[src/hdl/fed_pkg.sv]
`timescale 1ns / 1ps
// ----------------------------------------------------------------------------
// fed_pkg
// Shared constants and types of the feedback echo delay block.
// ----------------------------------------------------------------------------
package fed_pkg;

	// delay store geometry
	localparam int DEPTH     = 65536;
	localparam int CHANNELS  = 2;
	localparam int AW        = $clog2(DEPTH);
	localparam int CW        = (CHANNELS > 1) ? $clog2(CHANNELS) : 1;
	localparam int MEM_DEPTH = CHANNELS * DEPTH;
	localparam int MAW       = $clog2(MEM_DEPTH);

	// sample and gain format
	localparam int SAMPLE_W = 16;
	localparam int GAIN_W   = 16;
	localparam int Q_ONE    = 32768;

	// configuration registers
	localparam int CFG_IW = 2;
	localparam logic [CFG_IW-1:0] REG_DELAY_SAMPLES = 2'd0;
	localparam logic [CFG_IW-1:0] REG_FEEDBACK_GAIN = 2'd1;
	localparam logic [CFG_IW-1:0] REG_WET_MIX       = 2'd2;

	// output queue
	localparam int OQ_DEPTH = 4;
	localparam int OQ_PW    = $clog2(OQ_DEPTH);
	localparam int OQ_CW    = $clog2(OQ_DEPTH + 1);

	typedef struct packed {
		logic signed [SAMPLE_W-1:0] sample;
		logic                       chan;
		logic                       last;
	} fed_result_t;

	typedef struct packed {
		logic [OQ_CW-1:0] count;
		logic             empty;
	} fed_oq_status_t;

endpackage

[src/hdl/fed_outq.sv]
`timescale 1ns / 1ps
// ----------------------------------------------------------------------------
// fed_outq
// Small result queue between the processing pipeline and the output stream.
// ----------------------------------------------------------------------------
module fed_outq
	import fed_pkg::*;
(
	input  logic           clk,
	input  logic           arst_n,
	input  logic           push,
	input  fed_result_t    push_data,
	output logic           out_valid,
	input  logic           out_ready,
	output fed_result_t    out_data,
	output fed_oq_status_t status
);

	fed_result_t      slot_q [OQ_DEPTH];
	logic [OQ_PW-1:0] rd_ptr_q;
	logic [OQ_PW-1:0] wr_ptr_q;
	logic [OQ_CW-1:0] count_q;
	logic             pop;

	assign out_valid    = (count_q != '0);
	assign out_data     = slot_q[rd_ptr_q];
	assign pop          = out_valid && out_ready;
	assign status.count = count_q;
	assign status.empty = (count_q == '0);

	always_ff @(posedge clk) begin
		if (push) begin
			slot_q[wr_ptr_q] <= push_data;
		end
	end

	always_ff @(posedge clk or negedge arst_n) begin
		if (!arst_n) begin
			rd_ptr_q <= '0;
			wr_ptr_q <= '0;
			count_q  <= '0;
		end else begin
			if (push) begin
				wr_ptr_q <= (wr_ptr_q == OQ_PW'(OQ_DEPTH - 1)) ? '0 : wr_ptr_q + 1'b1;
			end
			if (pop) begin
				rd_ptr_q <= (rd_ptr_q == OQ_PW'(OQ_DEPTH - 1)) ? '0 : rd_ptr_q + 1'b1;
			end
			case ({push, pop})
				2'b10:   count_q <= count_q + 1'b1;
				2'b01:   count_q <= count_q - 1'b1;
				default: count_q <= count_q;
			endcase
		end
	end

endmodule

[config.mk]
export PLATFORM = sky130hd
export DESIGN_NAME = fed_outq
export DESIGN_NICKNAME = d
export VERILOG_FILES = /design/src/hdl/fed_pkg.sv /design/src/hdl/fed_outq.sv
export SDC_FILE = /design/constraint.sdc
export NUM_CORES = 1
export LEC_CHECK = 0
export BUFFER_PORTS_ARGS = -buffer_cell sky130_fd_sc_hd__buf_4
export CAP_MARGIN = 20
export CORE_ASPECT_RATIO = 0.75
export CORE_MARGIN = 2
export CORE_UTILIZATION = 60
export DETAILED_ROUTE_END_ITERATION = 8
export PLACE_DENSITY = 0.92
export SLEW_MARGIN = 30
export SYNTH_ARGS = -nofsm -noshare
export SYNTH_HDL_FRONTEND = slang
export SYNTH_SLANG_ARGS = --single-unit
export TNS_END_PERCENT = 50
[constraint.sdc]
create_clock -name clk -period 4.5 [get_ports clk]
set_clock_uncertainty 0.15 [all_clocks]
set_input_delay 0.9 -clock clk [delete_from_list [all_inputs] [get_ports clk]]
set_output_delay 0.9 -clock clk [all_outputs]
set_load 0.01 [all_outputs]
# --- After elaboration in Yosys (flattened, before gate mapping) ---
# Memories as Yosys holds them, arrays and structs flattened.
# Index checks and enable logic that the tools add are counted.
word_totals:
  reg_bits: 7
  latch_bits: 0
  ram_bits: 72
  rom_bits: 0
  in_bits: 22
  out_inout_bits: 23
  word_cells: 21
  memories: 1
classes:
  n_addsub: 4
  multipliers: 0
  div_mod_pow: 0
  order_cmp: 0
  eq_ne: 4
  shifts: 0
  n_mux: 5
  bitwise: 0
  reduce_logical: 4
mem_list:
  columns: ["memory", "depth", "word_bits", "rd", "rd_ports_with_merged_regs", "wr", "line", "source"]
  rows:
  - ["slot_q", 4, 18, 1, 0, 1, "fed_outq.sv:19", "fed_result_t slot_q [OQ_DEPTH];"]
ops:
  columns: ["operator", "count"]
  rows:
  - ["$eq A2 B2 Y1 const B", 3]
  - ["$pmux W3 S2", 1]
  - ["$add A2 B1 Y2 const B", 2]
  - ["$mux W2", 2]
  - ["$add A3 B1 Y3 const B", 1]
  - ["$logic_not A3 Y1", 1]
  - ["$reduce_bool A3 Y1", 1]
  - ["$sub A3 B1 Y3 const B", 1]
  - ["$eq A2 B1 Y1 const B", 1]
  - ["$mux W1", 2]
  - ["$reduce_bool A2 Y1", 1]
  - ["$logic_and A1 B1 Y1", 1]

# --- Depth between registers and ports, before layout ---
# Gate-level depths: netlist (run 1).
logic_depth:
  ltp_word: 4
  ltp_mapped: 9
  mapped_depth_nobuf: 9

# --- Worst setup path before layout (run 1) ---
# Ideal clock, no wire load.
synth_timing:
  kind: "input to register"
  from: "in out_ready"
  to: "reg count_q[2]"
  setup_ns: 0.079
  arrival_time_ns: 1.938
  required_ns: 4.271
  setup_slack_ns: 2.333
  stages: 8
  n_path_buf: 0
  path_cell_list: "nand2_4 -> inv_1 -> ha_1 -> inv_1 -> fa_1 -> xor2_1 -> nor2_1 -> xor2_1"
synth_via:
  elab_chain_len: 3
  elab_cells_between_ends: 5
  classes_between: "eq/ne (2); mux (1); reduce/logical (2)"
synth_lines:
  columns: ["item", "line", "source"]
  rows:
  - ["start, declared", "fed_outq.sv:14", "input logic out_ready,"]
  - ["$logic_and A1 B1 Y1 (*)", "fed_outq.sv:27", "assign pop = out_valid && out_ready;"]
  - ["net pop", "fed_outq.sv:23", "logic pop;"]
  - ["$eq A2 B1 Y1 or $eq A2 B2 Y1 (tied branches)", "fed_outq.sv:49", "case ({push, pop})"]
  - ["$pmux W3 S2 or $reduce_bool A2 Y1 (tied branches)", null, null]
  - ["end signal, assigned", "fed_outq.sv:50", "2'b10: count_q <= count_q + 1'b1;"]
  - ["end signal, assigned", "fed_outq.sv:51", "2'b01: count_q <= count_q - 1'b1;"]
  - ["end signal, assigned", "fed_outq.sv:52", "default: count_q <= count_q;"]
  - ["end, declared", "fed_outq.sv:22", "logic [OQ_CW-1:0] count_q;"]
# Mark *: on every way through the listed nets, which the timed path passes. The rest lies on a longest branch.
# A chain may end at the register's enable or synchronous reset.

==> results of run 1 <==
-- area by class of cell --
class / count / area share
multi-input combinational: 43 / 0.176
inverter: 8 / 0.00820
tap: 60 / 0.0205
sequential: 79 / 0.638
clock buffer: 13 / 0.0434
clock inverter: 3 / 0.0178
timing repair buffer: 46 / 0.0954
-- routing by layer --
layer	track usage	vias up	share of wire
li1	-	638	-
met1	0.242	726	0.41
met2	0.341	55	0.51
met3	0.0892	4	0.076
met4	0.0714	0	0.0091
met5	0	-	0
-- logic make-up (layout without fill, tap and decap cells) --
kind of cell | Yosys count | count (layout)
mux | 21 | 21
xor+xnor | 3 | 3
flops | 79 | 79
compound gates | 2 | 2
simple gates | 10 | 10
buf+inv | 12 | 70
fa+ha+maj | 7 | 7
-- path summary, 6_finish.rpt --
kind | from | end | cells past startpoint
hold / removal | arst_n | count_q[1] | 1
max in group asynchronous | arst_n | rd_ptr_q[0] | 1
setup reg to reg | count_q[0] | count_q[1] | 7
setup / recovery | rd_ptr_q[0] | out_data[17] | 3
hold reg to reg | count_q[2] | count_q[2] | 1
min in group clk | count_q[2] | count_q[2] | 1
-- flip-flops by register name (all words and copies together) (netlist names) --
signal    cells
rd_ptr_q      2
wr_ptr_q      2
slot_q       72
count_q       3
-- where the power goes --
part	internal, mW	switching (mW)	leakage, nW
combinational	0.400	0.317	0.498
sequential	0.951	0.106	0.744
clock	0.342	0.229	0.114
-- metrics by stage --
stage | power, mW | cells | instance area (µm²) | setup WS [ns] | hold WS [ns]
after floorplan | 1.49 | 134 | 3040 | 2.33 | 0.372
after global placement | 1.75 | 235 | 3420 | 1.72 | 0.330
after detailed placement | 1.79 | 235 | 3420 | 1.68 | 0.355
after CTS | 2.37 | 251 | 3650 | 1.28 | 0.186
after global routing | 2.46 | 252 | 3660 | 1.20 | 0.185
final | 2.35 | 252 | 3660 | 1.35 | 0.199
-- placed cells by master (no fill, tap or decap) --
cell type and count:
bufinv_16 2, edfxtp_1 72, clkbuf_8 11, nand2_1 1, clkinv_2 1, o21ai_0 2, buf_4 45, xor2_1 2
and2_1 1, nand2_4 1, and2_2 3, dfrtp_1 7, or3_4 1, ha_1 6, mux2i_1 1, clkbuf_1 2
mux4_2 18, inv_1 8, buf_6 1, or3_1 1, xnor2_1 1, fa_1 1, nor2_1 2, mux2_4 2
==> summary.md, run 1 <==
| Metric | Value |
|---|---|
| Status | finished clean |
| Final nets | 216 |
| Largest net degree at the start of global routing | 21 |
| CTS buffer count | 9 |
| Via/cell ratio | 5.65 |
| Num rows | 22 |
| Register Area | 0.00234 mm² |
| Final WL | 5070 µm |
| Flop2flop setup slack | 2.41 ns |
| Initial DRC Count | 101 |
| Clock latency on the worst-skew pair | 0.35 ns |
| Post-CTS resize count | 0 |
| Die Wd | 86.1 µm |
| Global Route Usage Sum | 0.205 |
| CP max FO | 13 |
| Sequential fraction of the synthesis area | 0.770 |
| Hold-fix buffers, CTS | 0 |
| Hold Crit Class | primary input to asynchronous set/reset pin |
| Util after Layout | 0.751 |
| Avg Inst Size Synth | 22.7 µm² |
| Yosys warnings | 0 |
| Mapped Cells | 134 |
| Drt wl/cell | 20.1 µm |
| Post-Synth Simple-Gate Area | 0.0214 |
| Crit share post-route | 0.700 |
| CP Data Required Time | 3.45 ns |
| Max-slew violations | 0 |
| Slowest Stage Delay on Critical Path | 0.67 ns |
| Synth top cells by count | 72 x edfxtp_1, 18 x mux4_2, 8 x inv_1, 7 x dfrtp_1, 6 x ha_1 |
| Via Count | 1423 |
| Worst Path Buf+Inv | 2 |
| Hpwl dp | 3130 µm |
| Die H | 65.6 µm |
| 1st-pass router iterations | 4 |
| Starting Density | 0.623 |
| Peak VDD IR | 0.000343 V |
| Longest Clk Path Bufs | 2 |
| Die area | 0.00565 mm² |
| Startpoint types | flop |
| Post-synth top area share | 0.712 |
| # fillers | 275 |
| Clock net sink count | 79 |
| Synth Area in Compound Gates | 0.00330 |
| Clock slew at reported path FFs | 0.07 ns |
| Initial antenna violation count | 0 |
| Area occupied by multi-input gates | 646 µm² |
| Drt drc | 0 |
| Data arrival, critical path | 2.10 ns |
| Area contributors post-synth | edfxtp_1 71%, mux4_2 13%, dfrtp_1 5.8% |
| Number of global-route vias before repair | 1542 |
| Peak Freq | 0.317 GHz |
| Relative slew slack | 0.407 |
| Placer Congestion | 0.711 |
| Root Driver | clkbuf_8 |
| Post-CTS Setup Inserts | 0 |
| Worst slew pin tran | 0.889 ns |
| Critical path type | flop to output port |
| Synthesized Nets | 163 |
| Port Buffers | 44 |
| # IOs | 45 |
| Core box area | 0.00487 mm² |
| Asr flop ratio synth | 0.0886 |
| Cell breakdown of the critical path | buf_4 > mux4_2 > buf_4 |
| Post-synth EDFFs | 72 |
| Proportion of layout cells with a drive suffix above 1 | 0.443 |
| CP max stage cell | dfrtp_1 |
| Synth Flop Type | edfxtp_1 |
| CTS tree | built |
| Max-cap violations | 0 |
| CTS H-tree lvls | 3 |
| First-pass GRT wire length | 7910 µm |
| Post-Syn Area | 0.00304 mm² |
| Finish-stage setup viols | 0 |
| Mux contribution to synthesized area | 0.147 |
| N_diodes | 0 |
| Crit. End Element | output port |
| Fin. Hold Viols | 0 |
| Lkg Pwr | 1.36 nW |
| Setup TNS | 0 ns |
| RSZ-0062 raised after global routing | false |
| Largest family of logic cells by synthesized area | multiplexers |
| P&R area growth vs syn | 20.6% |
| Cell with the most instances after synthesis | edfxtp_1 |
| ANT nets after route | 0 |
| Yosys top cell by area | edfxtp_1 |
| Synth Register Bits | 79 |
| Synth Area in XOR/XNOR | 0.00865 |
| CP delay by family, top | flip-flops |
| Gr ovfl total | 0 |
| Synth unique cells | 19 |
| Adder-cell share of the synthesized area | 0.0313 |
| Most common cell on crit path | buf_4 |
| Tmin final | 3.15 ns |
| Power per cell area | 641 mW/mm² |
(Power assumes the default switching activity.)
==> run 2: changes to the inputs <==
--- a/config.mk
+++ b/config.mk
@@ -5,13 +5,14 @@
 export SDC_FILE = /design/constraint.sdc
 export NUM_CORES = 1
 export LEC_CHECK = 0
+export ABC_AREA = 1
 export BUFFER_PORTS_ARGS = -buffer_cell sky130_fd_sc_hd__buf_4
 export CAP_MARGIN = 20
 export CORE_ASPECT_RATIO = 0.75
 export CORE_MARGIN = 2
-export CORE_UTILIZATION = 60
+export CORE_UTILIZATION = 57
 export DETAILED_ROUTE_END_ITERATION = 8
-export PLACE_DENSITY = 0.92
+export PLACE_DENSITY = 0.88
 export SLEW_MARGIN = 30
 export SYNTH_ARGS = -nofsm -noshare
 export SYNTH_HDL_FRONTEND = slang
==> constraint.sdc (replaced) <==
create_clock -name clk -period 3.3 [get_ports clk]
set_clock_uncertainty 0.15 [all_clocks]
set_input_delay 0.66 -clock clk [delete_from_list [all_inputs] [get_ports clk]]
set_output_delay 0.66 -clock clk [all_outputs]
set_load 0.01 [all_outputs]
==> run 2 against run 1 <==
  * Power grew 51%
  * Highest routed layer unchanged
  * Largest cell class unchanged
  * Critical endpoint is now out_data[14]
  * Setup slack lost 0.59 ns
  * Sequential share of layout area shrank 4.5 points
  * Register-to-register slack lost 1.2 ns
  * Clock power grew 51%
  * Design area grew 7.7%
  * Routed wire length grew 22%
==> summary.md, run 2 <==
| Metric | Value |
|---|---|
| Cell breakdown of the critical path | buf_12 > nand2_1 > o211ai_1 > nand2_1 > buf_4 |
| Die Wd | 92.4 µm (+7.2%) |
| ANT nets after route | 0 (unchanged) |
| Port Buffers | 44 (unchanged) |
| Synth unique cells | 18 (-1) |
| Post-synth top area share | 0.647 (-0.0646) |
| Gr ovfl total | 0 (unchanged) |
| Hold Crit Class | flop to flop |
| Clock latency on the worst-skew pair | 0.35 ns (about the same) |
| Via Count | 2036 (+43%) |
| Asr flop ratio synth | 0.0886 (unchanged) |
| Grt met3 use | 0.0712 (-0.0180) |
| Synth Flop Type | edfxtp_1 |
| Die area | 0.00649 mm² (+15%) |
| Sequential fraction of the synthesis area | 0.700 (-0.0698) |
| Busiest layer in global routing | met2 |
| 1st-pass router iterations | 5 (+1) |
| Final nets | 341 (+58%) |
| Post-CTS Setup Inserts | 0 (unchanged) |
| Clock slew at reported path FFs | 0.08 ns (about the same) |
| Yosys warnings | 0 (unchanged) |
| # IOs | 45 (unchanged) |
| Seq pwr share | 0.404 (-0.047) |
| Mapped Cells | 266 (+99%) |
| Area contributors post-synth | edfxtp_1 65%, nand2_1 7.8%, o211ai_1 7.4% |
| CTS H-tree lvls | 3 (unchanged) |
| Util after Layout | 0.688 (-0.0638) |
| Clock net sink count | 79 (unchanged) |
| Core box area | 0.00574 mm² (+18%) |
| Placer Congestion | 0.754 (+6.1%) |
| Drt wl/cell | 15.7 µm (-22%) |
| Cell with the most instances after synthesis | edfxtp_1 |
| Crit share post-route | 0.770 |
| Global Route Usage Sum | 0.211 (+0.00526) |
| Part of the power in combinational logic | 0.353 (+0.047) |
| Data arrival, critical path | 1.73 ns (-0.37 ns) |
| RSZ-0062 raised after global routing | false |
| # fillers | 399 (+45%) |
| Max-slew violations | 0 (unchanged) |
| Initial antenna violation count | 0 (unchanged) |
| Longest Clk Path Bufs | 2 (unchanged) |
| Crit. End Element | output port |
| P_sw | 1.18 mW (+81%) |
| Post-Syn Area | 0.00334 mm² (+10%) |
| CTS buffer count | 9 (unchanged) |
| Proportion of layout cells with a drive suffix above 1 | 0.208 (-0.235) |
| Startpoint types | flop |
| N_diodes | 0 (unchanged) |
| Root Driver | clkbuf_8 |
| Reg with most FFs | slot_q |
| Peak Freq | 0.393 GHz |
| Via/cell ratio | 5.15 (-8.7%) |
| Num rows | 24 (+9.1%) |
| Yosys top cell by area | edfxtp_1 |
| Critical path type | flop to output port |
| Synth top cells by count | 72 x edfxtp_1, 69 x nand2_1, 51 x inv_1, 33 x o211ai_1 |
| Worst slew pin tran | 0.853 ns (-0.0358 ns) |
| Synth Register Bits | 79 (unchanged) |
| CP Data Required Time | 2.49 ns (-0.96 ns) |
| Initial DRC Count | 99 (-2.0%) |
| CP delay by family, top | flip-flops |
| Fin. Hold Viols | 0 (unchanged) |
| Final WL | 6180 µm (+22%) |
| CTS tree | built |
| Int Pwr | 2.35 mW (+39%) |
| Post-CTS resize count | 0 (unchanged) |
| Clock share of power | 0.244 (about the same) |
| Synthesized Nets | 295 (+81%) |
| Most common cell on crit path | nand2_1 |
| Regs by FF count | slot_q x72, count_q x3 |
| First-pass GRT wire length | 10200 µm (+29%) |
| Status | finished clean |
| Hpwl dp | 3850 µm (+23%) |
| CP max FO | 51 (+38) |
| Worst Path Buf+Inv | 2 (unchanged) |
| Met2 usage | 0.352 (+0.0109) |
| P&R area growth vs syn | 18.1% |
| Drt drc | 0 (unchanged) |
| Number of global-route vias before repair | 2073 (+34%) |
| Starting Density | 0.582 (-0.0410) |
| Commonest non-fill, non-tap cell in the layout | edfxtp_1 |
| Largest net degree at the start of global routing | 52 (+150%) |
| Power per cell area | 896 mW/mm² (+40%) |
| Switching Share | 0.334 (+0.0558) |
| Max FFs per register | 72 (unchanged) |
| Tmin final | 2.54 ns |
| Relative slew slack | 0.430 (+0.0233) |
| Setup TNS | 0 ns (unchanged) |
| Avg Inst Size Synth | 12.6 µm² (-45%) |
| Finish-stage setup viols | 0 (unchanged) |
| Peak VDD IR | 0.000492 V (+44%) |
| Routing usage on met1 | 0.266 (+0.0238) |
| CP max stage cell | dfrtp_2 |
| Post-synth EDFFs | 72 (unchanged) |
| Slowest Stage Delay on Critical Path | 0.63 ns (-0.04 ns) |
| Most frequent cells in the layout | 72 x edfxtp_1, 69 x nand2_1, 51 x inv_1 |
| Max-cap violations | 0 (unchanged) |
| Lkg Pwr | 1.67 nW (+23%) |
| Hold-fix buffers, CTS | 1 (+1) |
| Die H | 70.3 µm (+7.1%) |
[run 2: cells by family (layout without fill, tap and decap cells)]
kind of cell | after synthesis | after routing | synth area share
flops | 79 | 79 | 0.700
simple gates | 75 | 75 | 0.0866
buf+inv | 64 | 115 | 0.0910
compound gates | 40 | 40 | 0.0914
fa+ha+maj | 7 | 7 | 0.0285
xor+xnor | 1 | 1 | 0.00262
[run 2: power by group through the flow]
stage	clock [mW]	combinational, mW	sequential, mW
after CTS	0.872	1.27	1.43
after global routing	0.909	1.39	1.45
after detailed placement	0	1.25	1.45
final	0.861	1.25	1.43
after global placement	0	1.18	1.43
after floorplan	0	0.834	1.40
[run 2: path summary, 6_finish.rpt]
check                               end        start  slack [ns]  depth (start not counted)
setup / recovery           out_data[14]  rd_ptr_q[0]        0.76                          5
min in group asynchronous   rd_ptr_q[0]       arst_n        0.56                          2
hold reg to reg              count_q[2]   count_q[2]        0.35                          2
hold / removal               count_q[2]   count_q[2]        0.35                          2
setup reg to reg             count_q[2]   count_q[1]        1.22                         11
max in group asynchronous   rd_ptr_q[0]       arst_n        2.30                          2
[run 2: tightest hold or removal path, delay by kind of cell, from the launching register on]
kind             cells  cell delay, ns
DFF                  1            0.36
and+or+nand+nor      2            0.11
[run 2: metrics by stage]
step           std cells  cell area [µm²]  total power, mW  worst slack, ns  hold slack (ns)
6_report             395             3940             3.53            0.758            0.350
4_1_cts              395             3940             3.56            0.761            0.346
2_1_floorplan        266             3340             2.24             1.36            0.214
3_3_place_gp         378             3690             2.62             1.22            0.327
5_1_grt              395             3940             3.75            0.637            0.343
3_5_place_dp         378             3690             2.70             1.17            0.329
[run 2: layout make-up]
type | count | area (µm²) | share of cell area
repair buffers | 47 | 368 | 0.0933
inverters | 52 | 195 | 0.0495
multi-input cells | 123 | 698 | 0.177
clock buffers | 11 | 141 | 0.0359
flip-flops and latches | 79 | 2340 | 0.593
well taps | 78 | 97.6 | 0.0247
clock inverters | 5 | 105 | 0.0266
[run 2: layer usage]
layer,routed length (µm),share of wire,up-vias
met5,0,0,-
met1,2620,0.42,988
li1,-,-,990
met3,319,0.052,6
met4,55,0.0089,0
met2,3190,0.52,52
==> run 3: changes to the inputs <==
--- a/config.mk
+++ b/config.mk
@@ -5,14 +5,14 @@
 export SDC_FILE = /design/constraint.sdc
 export NUM_CORES = 1
 export LEC_CHECK = 0
-export ABC_AREA = 1
+export ABC_AREA = 0
 export BUFFER_PORTS_ARGS = -buffer_cell sky130_fd_sc_hd__buf_4
 export CAP_MARGIN = 20
 export CORE_ASPECT_RATIO = 0.75
 export CORE_MARGIN = 2
-export CORE_UTILIZATION = 57
+export CORE_UTILIZATION = 50
 export DETAILED_ROUTE_END_ITERATION = 8
-export PLACE_DENSITY = 0.88
+export PLACE_DENSITY = 0.83
 export SLEW_MARGIN = 30
 export SYNTH_ARGS = -nofsm -noshare
 export SYNTH_HDL_FRONTEND = slang
==> constraint.sdc (replaced) <==
create_clock -name clk -period 2.2 [get_ports clk]
set_clock_uncertainty 0.15 [all_clocks]
set_input_delay 0.44 -clock clk [delete_from_list [all_inputs] [get_ports clk]]
set_output_delay 0.44 -clock clk [all_outputs]
set_load 0.01 [all_outputs]
==> run 3 against run 2 <==
  * Clock power grew 15%
  * Design area shrank 3.6%
  * Sequential share of layout area grew 2.2 points
  * Die area grew 3.5%
  * Count of clock-buffer cells in the layout shrank 2
  * Utilization shrank 3.5 points
  * Cell count shrank 29%
  * Critical endpoint is now out_data[15]
==> summary.md, run 3 (same netlist as run 1, synthesis figures left out) <==
| Metric | Value |
|---|---|
| Worst slew pin tran | 0.286 ns (-0.567 ns) |
| Port Buffers | 44 (unchanged) |
| CP max FO | 12 (-76%) |
| Root Driver | clkbuf_8 |
| Final nets | 225 (-34%) |
| CTS H-tree lvls | 3 (unchanged) |
| ANT nets after route | 0 (unchanged) |
| Commonest non-fill, non-tap cell in the layout | edfxtp_1 |
| Switching Share | 0.286 (-0.0478) |
| CTS tree | built |
| CP Data Required Time | 1.61 ns (-0.88 ns) |
| Tmin final | 2.18 ns |
| Die Wd | 94.0 µm (+1.7%) |
| Hold Crit Class | primary input to flop |
| CTS buffer count | 9 (unchanged) |
| Max-slew violations | 0 (unchanged) |
| Clock net sink count | 79 (unchanged) |
| Post-Place Cell Area | 0.00354 mm² (-4.1%) |
| Initial antenna violation count | 0 (unchanged) |
| Clock share of power | 0.202 (-0.042) |
| Met1 wire length | 2050 µm (-22%) |
| Initial DRC Count | 108 (+9.1%) |
| Data arrival, critical path | 1.59 ns (-0.14 ns) |
| Crit share post-route | 0.991 |
| Gr ovfl total | 0 (unchanged) |
| Longest Clk Path Bufs | 2 (unchanged) |
| Setup TNS | 0 ns (unchanged) |
| Final WL | 5130 µm (-17%) |
| Lkg Pwr | 1.41 nW (-16%) |
| Via Count | 1446 (-29%) |
| WL met3 | 236 µm (-26%) |
| RSZ-0062 raised after global routing | true |
| Max-cap violations | 0 (unchanged) |
| Pre-CTS setup slack | 0.131 ns (-1.04 ns) |
| Peak Freq | 0.459 GHz |
| Hold slack | 0.151 ns (-0.199 ns) |
| Power, Total | 4.90 mW (+39%) |
| Via/cell ratio | 5.18 (+0.55%) |
| Int Pwr | 3.50 mW (+49%) |
| Regs by FF count | slot_q x72, count_q x3 |
| Seq pwr share | 0.420 (+0.016) |
| Core box area | 0.00583 mm² (+1.6%) |
| Largest net degree at the start of global routing | 19 (-63%) |
| Crit. End Element | output port |
| Startpoint types | flop |
| Hpwl dp | 3520 µm (-8.7%) |
| Num rows | 24 (unchanged) |
| Peak VDD IR | 0.000762 V (+55%) |
| Max FFs per register | 72 (unchanged) |
| Inst Count DP | 262 (-31%) |
| First-pass GRT wire length | 7900 µm (-23%) |
| # IOs | 45 (unchanged) |
| Clock latency on the worst-skew pair | 0.34 ns (about the same) |
| Number of global-route vias before repair | 1612 (-22%) |
| Part of the power in combinational logic | 0.378 (+0.025) |
| Die H | 71.5 µm (+1.7%) |
| Design Area, Final | 0.00380 mm² (-3.6%) |
| Global Route Usage Sum | 0.165 (-0.0460) |
| 1st-pass router iterations | 4 (-1) |
| Status | finished clean |
| Reg with most FFs | slot_q |
| Die area | 0.00672 mm² (+3.5%) |
| Met2 wire len | 2810 µm (-12%) |
| Uppermost routed layer | met4 |
| Final setup margin | 0.0192 ns (-0.739 ns) |
| Clock slew at reported path FFs | 0.07 ns (about the same) |
| Fin. Hold Viols | 0 (unchanged) |
| Power per cell area | 1290 mW/mm² (+44%) |
| Layout Cells excl Fill | 279 (-29%) |
| Drt wl/cell | 18.4 µm (+17%) |
| Placer Congestion | 0.830 (+10%) |
| P_sw | 1.40 mW (+19%) |
| Most frequent cells in the layout | 72 x edfxtp_1, 35 x buf_4, 18 x mux4_2 |
| Starting Density | 0.521 (-0.0610) |
| Post-CTS Setup Inserts | 0 (unchanged) |
| Util after Layout | 0.652 (-0.0353) |
| P&R area growth vs syn | 25.1% |
| Critical path type | flop to output port |
| Drt drc | 0 (unchanged) |
| Relative slew slack | 0.809 (+0.379) |
| Finish-stage setup viols | 0 (unchanged) |
| Proportion of layout cells with a drive suffix above 1 | 0.453 (+0.245) |
| N_diodes | 0 (unchanged) |
-- run 3: power groups by stage --
stage / sequential (mW) / clock (mW) / combinational (mW)
2_1_floorplan: 2.06 / 0 / 0.980
3_5_place_dp: 2.09 / 0 / 1.72
4_1_cts: 2.06 / 1.01 / 1.80
5_1_grt: 2.08 / 1.07 / 1.99
6_report: 2.06 / 0.992 / 1.85
3_3_place_gp: 2.06 / 0 / 1.65
-- run 3: layout make-up --
type / count / area, µm²
Clock buffer: 9 / 124
Clock inverter: 7 / 63.8
Fill cell: 394 / 2030
Inverter: 8 / 30.0
Multi-Input combinational cell: 43 / 642
Sequential cell: 79 / 2340
Tap cell: 78 / 97.6
Timing Repair Buffer: 55 / 504
-- run 3: critical path: stages, from the launching register on --
cell and delay [ns]:
dfrtp_2 0.41, buf_12 0.17, mux4_2 0.53, buf_6 0.14
-- run 3: per-layer routing --
layer	GRT usage	vias to the layer above
met2	0.302	37
met4	0.0467	0
li1	-	655
met1	0.186	750
met5	0	-
met3	0.0536	4
-- run 3: worst paths after layout --
check | from | to | slack [ns] | depth (start not counted)
worst min-delay path | push_data[16] | slot_q[0][16] | 0.15 | 1
worst max-delay path | rd_ptr_q[0] | out_data[15] | 0.02 | 3
worst max register to register | count_q[0] | count_q[2] | 0.13 | 9
min in group asynchronous | arst_n | count_q[0] | 0.29 | 2
worst min register to register | count_q[0] | count_q[0] | 0.39 | 1
max in group asynchronous | arst_n | rd_ptr_q[0] | 1.47 | 2
-- run 3: what timing repair did --
| action | CTS | global route |
|---|---|---|
| endpoints found under the hold margin | 7 | 0 |
| resized for setup | 8 | 10 |
| hold buffers | 1 | 0 |
| setup endpoints to repair | 18 | 17 |
